<file path="src/design/stq_pkg.sv">
// shared types, codes and constants of the sequence track checker
package stq_pkg;

    localparam int MAX_VLQ_BYTES_DEF = 5;

    // parse phases
    localparam logic [2:0] PH_DELTA      = 3'd0;
    localparam logic [2:0] PH_EVENT      = 3'd1;
    localparam logic [2:0] PH_FIRST_DATA = 3'd2;
    localparam logic [2:0] PH_META_TYPE  = 3'd3;
    localparam logic [2:0] PH_DATA       = 3'd4;
    localparam logic [2:0] PH_NOTE_DATA  = 3'd5;
    localparam logic [2:0] PH_NOTE_VLQ   = 3'd6;

    // verdict codes
    localparam logic [2:0] V_BUSY   = 3'd0;
    localparam logic [2:0] V_DONE   = 3'd1;
    localparam logic [2:0] V_RUNOFF = 3'd2;
    localparam logic [2:0] V_ESCAPE = 3'd3;
    localparam logic [2:0] V_META   = 3'd4;
    localparam logic [2:0] V_STATUS = 3'd5;

    // byte values
    localparam logic [7:0] BYTE_ESC       = 8'hFE;
    localparam logic [7:0] BYTE_META      = 8'hFF;
    localparam logic [7:0] META_END       = 8'h2F;
    localparam logic [7:0] META_TEMPO     = 8'h51;
    localparam logic [7:0] META_LOOP_A    = 8'h2E;
    localparam logic [7:0] META_LOOP_B    = 8'h2D;
    localparam logic [3:0] ST_NOTE        = 4'h9;
    localparam logic [3:0] ST_CTRL        = 4'hB;
    localparam logic [3:0] ST_PROG        = 4'hC;
    localparam logic [3:0] ST_BEND        = 4'hE;
    localparam logic [3:0] ST_NONE        = 4'h0;

    // parser state except the vlq byte count
    typedef struct packed {
        logic [2:0] phase;
        logic [2:0] bytes_left;
        logic [3:0] status_hi;
        logic       escape_pending;
        logic [2:0] held;
    } trk_state_t;

    // one input beat
    typedef struct packed {
        logic [7:0] data;
        logic       start;
        logic       last;
    } beat_t;

    localparam trk_state_t TRK_STATE_CLEAR = '{
        phase:          PH_DELTA,
        bytes_left:     3'd0,
        status_hi:      ST_NONE,
        escape_pending: 1'b0,
        held:           V_BUSY
    };

endpackage

</file>
<file path="src/design/stq_step.sv">
// next-state logic of the track parser for one raw byte
module stq_step #(
    parameter int MAX_VLQ_BYTES = stq_pkg::MAX_VLQ_BYTES_DEF,
    parameter int VLQ_CW        = $clog2(MAX_VLQ_BYTES + 1)
) (
    input  stq_pkg::trk_state_t cur_state,
    input  logic [VLQ_CW-1:0]   cur_vlq,
    input  stq_pkg::beat_t      beat,
    output stq_pkg::trk_state_t next_state,
    output logic [VLQ_CW-1:0]   next_vlq
);
    import stq_pkg::*;

    localparam logic [VLQ_CW:0] VLQ_LIMIT = (VLQ_CW + 1)'(MAX_VLQ_BYTES);

    trk_state_t        st;
    logic [VLQ_CW-1:0] vc;
    logic [VLQ_CW:0]   taken;
    logic              vlq_end;
    logic              lb_valid;

    // decision once the first data byte of a channel event is in hand
    function automatic trk_state_t first_data(input trk_state_t s);
        trk_state_t r;
        r = s;
        case (s.status_hi)
            ST_NOTE: r.phase = PH_NOTE_DATA;
            ST_CTRL, ST_BEND:
            begin
                r.bytes_left = 3'd1;
                r.phase      = PH_DATA;
            end
            ST_PROG: r.phase = PH_DELTA;
            default: r.held  = V_STATUS;
        endcase
        return r;
    endfunction

    always_comb
    begin
        st       = beat.start ? TRK_STATE_CLEAR : cur_state;
        vc       = beat.start ? '0 : cur_vlq;
        taken    = {1'b0, vc} + (VLQ_CW + 1)'(1);
        vlq_end  = !beat.data[7] || (taken >= VLQ_LIMIT);
        lb_valid = 1'b0;

        if (st.held == V_BUSY)
        begin
            // unescape
            if (st.escape_pending)
            begin
                st.escape_pending = 1'b0;
                if (beat.data == BYTE_ESC)
                    lb_valid = 1'b1;
                else
                    st.held = V_ESCAPE;
            end
            else if (beat.data == BYTE_ESC)
            begin
                if (beat.last)
                    st.held = V_ESCAPE;
                else
                    st.escape_pending = 1'b1;
            end
            else
            begin
                lb_valid = 1'b1;
            end

            if (lb_valid)
            begin
                case (st.phase)
                    PH_DELTA:
                    begin
                        if (vlq_end)
                        begin
                            vc       = '0;
                            st.phase = PH_EVENT;
                        end
                        else
                        begin
                            vc = taken[VLQ_CW-1:0];
                        end
                    end
                    PH_EVENT:
                    begin
                        if (beat.data == BYTE_META)
                        begin
                            st.phase = PH_META_TYPE;
                        end
                        else if (beat.data[7])
                        begin
                            st.status_hi = beat.data[7:4];
                            st.phase     = PH_FIRST_DATA;
                        end
                        else
                        begin
                            st = first_data(st);
                        end
                    end
                    PH_FIRST_DATA: st = first_data(st);
                    PH_META_TYPE:
                    begin
                        st.status_hi = ST_NONE;
                        if (beat.data == META_END)
                        begin
                            st.held = V_DONE;
                        end
                        else if (beat.data == META_TEMPO)
                        begin
                            st.bytes_left = 3'd3;
                            st.phase      = PH_DATA;
                        end
                        else if (beat.data == META_LOOP_A)
                        begin
                            st.bytes_left = 3'd2;
                            st.phase      = PH_DATA;
                        end
                        else if (beat.data == META_LOOP_B)
                        begin
                            st.bytes_left = 3'd6;
                            st.phase      = PH_DATA;
                        end
                        else
                        begin
                            st.held = V_META;
                        end
                    end
                    PH_DATA:
                    begin
                        if (st.bytes_left <= 3'd1)
                        begin
                            st.bytes_left = 3'd0;
                            st.phase      = PH_DELTA;
                        end
                        else
                        begin
                            st.bytes_left = st.bytes_left - 3'd1;
                        end
                    end
                    PH_NOTE_DATA:
                    begin
                        vc       = '0;
                        st.phase = PH_NOTE_VLQ;
                    end
                    PH_NOTE_VLQ:
                    begin
                        if (vlq_end)
                        begin
                            vc       = '0;
                            st.phase = PH_DELTA;
                        end
                        else
                        begin
                            vc = taken[VLQ_CW-1:0];
                        end
                    end
                    default: st.phase = PH_DELTA;
                endcase
            end

            if (beat.last && st.held == V_BUSY)
                st.held = V_RUNOFF;
        end

        next_state = st;
        next_vlq   = vc;
    end

endmodule

</file>
<file path="config.mk">
export PLATFORM = sky130hd
export DESIGN_NAME = stq_step
export DESIGN_NICKNAME = d
export VERILOG_FILES = /design/src/design/stq_pkg.sv /design/src/design/stq_step.sv
export SDC_FILE = /design/constraint.sdc
export NUM_CORES = 1
export LEC_CHECK = 0
export BUFFER_PORTS_ARGS = -buffer_cell sky130_fd_sc_hd__buf_2
export CORE_MARGIN = 4
export CORE_UTILIZATION = 38
export DETAILED_ROUTE_END_ITERATION = 8
export MAX_ROUTING_LAYER = met4
export PLACE_DENSITY = 0.65
export SYNTH_ARGS = -nofsm -noshare
export SYNTH_HDL_FRONTEND = slang
export SYNTH_SLANG_ARGS = --single-unit
export TNS_END_PERCENT = 5
</file>
<file path="constraint.sdc">
create_clock -name vclk -period 10.9
set_input_delay 3.27 -clock vclk [all_inputs]
set_output_delay 3.27 -clock vclk [all_outputs]
set_load 0.005 [all_outputs]
</file>
==> reports/qor_table.md, run 1 <==
| Result | Value |
| --- | --- |
| Status | complete, no violations |
| Fin nets | 254 |
| Per-cell via count in the routed design | 6.09 |
| Io pins | 44 |
| Syn Inst Count | 188 |
| Clock buf count | 0 |
| Fin crit period | 8.76 ns |
| Global-route usage over all layers | 19.4% |
| Antenna violations before repair | 0 |
| Resized cells post-CTS | 0 |
| Placement Setup Slack | 2.19 ns |
| Antenna Diode Count | 0 |
| Total number of vias | 1541 |
| CP delay by family, top | buffers and inverters |
| Psw | 0.0000278 W |
| Category of the worst setup path capture point | output pin |
| Largest cells by area after synthesis | nor2_1 8.2%, nand2_1 7.9%, a21oi_1 6.9% |
| Hold bufs inserted after CTS | 0 |
| Clock group share of total power | 0% |
| Syn avg cell area | 5.82 um^2 |
| Layout cells sized above 1 | 24.8% |
| Number of cell rows | 19 |
| Net count after synthesis | 218 |
| Number of iterations in the first detailed-routing pass | 4 |
| Post-synth cell types | 50 |
| Ranking of synthesized cells by instance count | 24 x nor2_1, 23 x nand2_1, 15 x a21oi_1, 11 x o21ai_0, 9 x nor3_1 |
| Global-route wire length before repair | 5630 um |
| Number of fill cells in the layout | 314 |
| Max-cap violation count | 0 |
| Slew Limit Fails | 0 |
| Worst stage delay on the critical path | 0.34 ns |
| Crit path max fanout | 25 |
| Setup bufs post-CTS | 0 |
| Chip height | 61.6 um |
| Non-filler cells, final | 253 |
| Final setup viols | 0 |
| Seq Cell Count | 0 |
| Cell type with the highest aggregate area in the netlist | nor2_1 |
| Area delta synth->final | 19.8% |
| Static leakage | 0.589 nW |
| Cell at the slowest stage of the critical path | buf_2 |
| Nature of the critical path startpoint | primary input |
| Placed Instance Area | 0.00131 mm^2 |
| Sw Ratio | 59.1% |
| Most frequent cell after synthesis | nor2_1 |
| Area of the die | 0.00380 mm^2 |
| Worst path arrival time | 5.49 ns |
| Final non-filler cell area | 0.00131 mm^2 |
| Number of global-route vias before repair | 1282 |
| Pin slew with the least headroom to its limit | 0.439 ns |
| Internal Dissipation | 0.0000192 W |
| Largest net degree at the start of global routing | 26 |
| # placed instances | 253 |
| Sequential fraction of the synthesis area | 0% |
| Half-perimeter wire length after detailed placement | 2890 um |
| Maximum clock frequency | 114 MHz |
| Placer Congestion | 0.942 |
| Total count of hold-check failures in the final report | 0 |
| Share of the synthesized area in the top cell type | 8.24% |
| Peak supply drop | 0.0207 mV |
| Final Power | 0.0000471 W |
| CP required | 7.63 ns |
| Starting Density | 39.7% |
| Remaining max-slew budget at the tightest pin | 70.6% |
| Cell Area, Synth | 0.00109 mm^2 |
| Area of the core region | 0.00276 mm^2 |
| Final ANT Viol Nets | 0 |
| Worst Setup Slack, final | 2.14 ns |
| Die Width | 61.6 um |
| Power density over the cells | 35.9 mW/mm^2 |
| Critical path buffer and inverter count | 4 |
| Share of the cycle needed by the critical path after routing | 80.4% |
| Total Routed Length | 3570 um |
| Class of the tightest hold or removal check | in -> out |
| Setup tns final | 0 ns |
| Flop pwr share | 0% |
| Total of buffers placed on input and output ports | 44 |
| Total overflow reported by the global router | 0 |
| Number of warnings printed during yosys synthesis | 0 |
| Share of power burned in combinational logic | 100.0% |
| Area taken by flip-flops and latches | 0 um^2 |
| Initial drt markers | 93 |
| Type of the setup path with the least slack | in -> out |
| Unrepaired setup endpoints after global routing | no |
| Crit-path cells | buf_2 -> inv_1 -> nand2_1 -> inv_1 -> ha_1 -> o21ba_1 -> o211ai_1 -> or2_2 -> a21oi_1 -> a21oi_1 -> a31oi_1 -> buf_2 |
| Drc violations | 0 |
| Wirelength per Cell | 14.1 um |
[stage by stage]
| stage | utilization (%) | hold WS [ns] |
|---|---|---|
| after global placement | 47.5 | 6.87 |
| after floorplan | - | 6.65 |
| after CTS | 47.5 | 6.87 |
| final | 47.5 | 6.86 |
| after global routing | 47.5 | 6.89 |
| after detailed placement | 47.5 | 6.86 |
[power groups by stage]
stage	Clock (W)	Combinational [W]	Sequential, W
after floorplan	0	0.0000295	0
after global routing	0	0.0000524	0
after global placement	0	0.0000465	0
after detailed placement	0	0.0000465	0
final	0	0.0000471	0
after CTS	0	0.0000467	0
[worst paths after layout]
path / startpoint / to / slack (ns) / cells past startpoint
max: beat[1] / next_state[9] / 2.14 / 12
min: cur_state[5] / next_state[5] / 6.86 / 3
[cell type report]
type	count	area (um^2)	area share (%)
inverter	8	30.0	2.29
multi-input combinational	170	1020	77.9
tap	31	38.8	2.96
timing repair buffer	44	220	16.8
[cell usage in the layout, fill, tap and decap left out, types with 4 or more instances in the layout]
| master | n |
|---|---|
| nand2b_1 | 5 |
| a31oi_1 | 4 |
| nor2_1 | 24 |
| o21ai_1 | 6 |
| nand3_1 | 5 |
| o21ai_0 | 11 |
| nor2b_1 | 8 |
| nand2_1 | 23 |
| nor4_1 | 4 |
| a21oi_1 | 15 |
| nor3_1 | 9 |
| buf_2 | 44 |
| inv_1 | 8 |
[cells by family (layout without fill, tap and decap cells)]
kind of cell,after synthesis,after routing,share of synthesized area [%]
XOR/XNOR,3,3,2.40
adder cells (fa/ha/maj),3,3,3.43
AND/OR/NAND/NOR,96,96,46.2
buffers and inverters,18,52,6.64
AO/OA/AOI/OAI,68,68,41.3
[layer usage]
metal	up-vias	GRT usage, %	part of all wire, %
met2	86	30.8	44
met3	4	0.629	11
li1	775	-	-
met1	676	27.5	44
met5	-	-	0
met4	0	3.64	1.3
Power figures use the tool's default switching activity.
==> run 2: changes to the inputs <==
--- a/config.mk
+++ b/config.mk
@@ -10,7 +10,7 @@
 export CORE_UTILIZATION = 38
 export DETAILED_ROUTE_END_ITERATION = 8
 export MAX_ROUTING_LAYER = met4
-export PLACE_DENSITY = 0.65
+export PLACE_DENSITY = 0.68
 export SYNTH_ARGS = -nofsm -noshare
 export SYNTH_HDL_FRONTEND = slang
 export SYNTH_SLANG_ARGS = --single-unit
==> constraint.sdc (replaced) <==
create_clock -name vclk -period 8
set_input_delay 2.4 -clock vclk [all_inputs]
set_output_delay 2.4 -clock vclk [all_outputs]
set_load 0.005 [all_outputs]
==> run 2 against run 1 <==
Compared with the run above:
- first-iteration DRC count rose by 33%
- final area did not move
- hold slack got worse by 1.7 ns
- largest cell class unchanged
- count of clock-buffer cells in the layout did not move
- non-clock buffer count did not move
- via count fell by 3.4%
- critical endpoint unchanged
- sequential share of layout area did not move
- die area did not move
- cell count did not move
==> reports/qor_table.md, run 2 (same netlist as run 1, synthesis figures left out) <==
| Result | Value |
| --- | --- |
| Setup bufs post-CTS | 0 |
| Peak supply drop | 0.0289 mV |
| Worst stage delay on the critical path | 0.34 ns |
| Worst hold-check slack | 5.14 ns |
| Drc violations | 0 |
| Critical path buffer and inverter count | 4 |
| Half-perimeter wire length after detailed placement | 2830 um |
| Global-route usage over all layers | 19.1% |
| Class of the tightest hold or removal check | in -> out |
| Clock buf count | 0 |
| Final ANT Viol Nets | 0 |
| Commonest non-fill, non-tap cells in the layout | 44 x buf_2, 24 x nor2_1, 23 x nand2_1 |
| Share of the cycle needed by the critical path after routing | 88.2% |
| Nature of the critical path startpoint | primary input |
| Placer Congestion | 0.947 |
| Area of the die | 0.00380 mm^2 |
| Chip height | 61.6 um |
| Area delta synth->final | 19.8% |
| Per-cell via count in the routed design | 5.89 |
| Largest net degree at the start of global routing | 26 |
| Number of cell rows | 19 |
| Fin crit period | 7.05 ns |
| Antenna Diode Count | 0 |
| Pin slew with the least headroom to its limit | 0.430 ns |
| Placed Instance Area | 0.00131 mm^2 |
| Crit-path cells | buf_2 -> inv_1 -> nand2_1 -> inv_1 -> ha_1 -> o21ba_1 -> o211ai_1 -> or2_2 -> a21oi_1 -> a21oi_1 -> a31oi_1 -> buf_2 |
| CP delay by family, top | buffers and inverters |
| Most frequent standard cell in the layout excluding fill and tap cells | buf_2 |
| Io pins | 44 |
| Area taken by flip-flops and latches | 0 um^2 |
| Power density over the cells | 48.8 mW/mm^2 |
| Type of the setup path with the least slack | in -> out |
| Worst path arrival time | 4.65 ns |
| Category of the worst setup path capture point | output pin |
| # placed instances | 253 |
| Wirelength per Cell | 13.9 um |
| Hold bufs inserted after CTS | 0 |
| Die Width | 61.6 um |
| Final setup viols | 0 |
| Resized cells post-CTS | 0 |
| Slew Limit Fails | 0 |
| Setup tns final | 0 ns |
| Fin nets | 254 |
| Cell at the slowest stage of the critical path | or2_2 |
| Static leakage | 0.589 nW |
| Total of buffers placed on input and output ports | 44 |
| Crit path max fanout | 25 |
| Worst Setup Slack, final | 0.945 ns |
| Total Routed Length | 3520 um |
| Status | complete, no violations |
| Maximum clock frequency | 142 MHz |
| Remaining max-slew budget at the tightest pin | 71.2% |
| CP required | 5.60 ns |
| Final non-filler cell area | 0.00131 mm^2 |
| Antenna violations before repair | 0 |
| Layout cells sized above 1 | 24.8% |
| Unrepaired setup endpoints after global routing | no |
| Placement Setup Slack | 1.01 ns |
| Number of iterations in the first detailed-routing pass | 4 |
| Starting Density | 39.7% |
| Area of the core region | 0.00276 mm^2 |
| Global-route wire length before repair | 5540 um |
| Total count of hold-check failures in the final report | 0 |
| Non-filler cells, final | 253 |
| Initial drt markers | 124 |
| Total overflow reported by the global router | 0 |
| Max-cap violation count | 0 |
| Number of global-route vias before repair | 1264 |
| Total number of vias | 1489 |
| Seq Cell Count | 0 |
run 2: cell counts in the layout (fill, tap and decap cells not counted):
No cell type changed its count.
run 2: area by class of cell:
type	instances	area, um^2
multi-input cells	170	1020
repair buffers	44	220
inverters	8	30.0
fillers	326	1450
well taps	31	38.8
run 2: per-stage QoR:
stage | utilization, % | total power (W)
2_1_floorplan | - | 0.0000402
3_3_place_gp | 47.5 | 0.0000631
3_5_place_dp | 47.5 | 0.0000631
4_1_cts | 47.5 | 0.0000636
5_1_grt | 47.5 | 0.0000717
6_report | 47.5 | 0.0000639
run 2: report_power, final:
part	internal [W]	total, W	switching [W]
clock network	0	0	0
registers	0	0	0
logic	0.0000263	0.0000639	0.0000376
total	0.0000263	0.0000639	0.0000376
run 2: metal layers:
metal / track usage (%) / wire, um / vias to the layer above
met3: 0.210 / 244 / 4
met1: 28.3 / 1670 / 662
met5: - / 0 / -
met2: 29.3 / 1570 / 55
li1: - / - / 768
met4: 2.73 / 30 / 0
run 2: path summary, 6_finish.rpt:
kind,startpoint,to,depth (start not counted),slack (ns)
hold / removal,cur_state[5],next_state[5],3,5.14
setup / recovery,beat[1],next_state[9],12,0.95
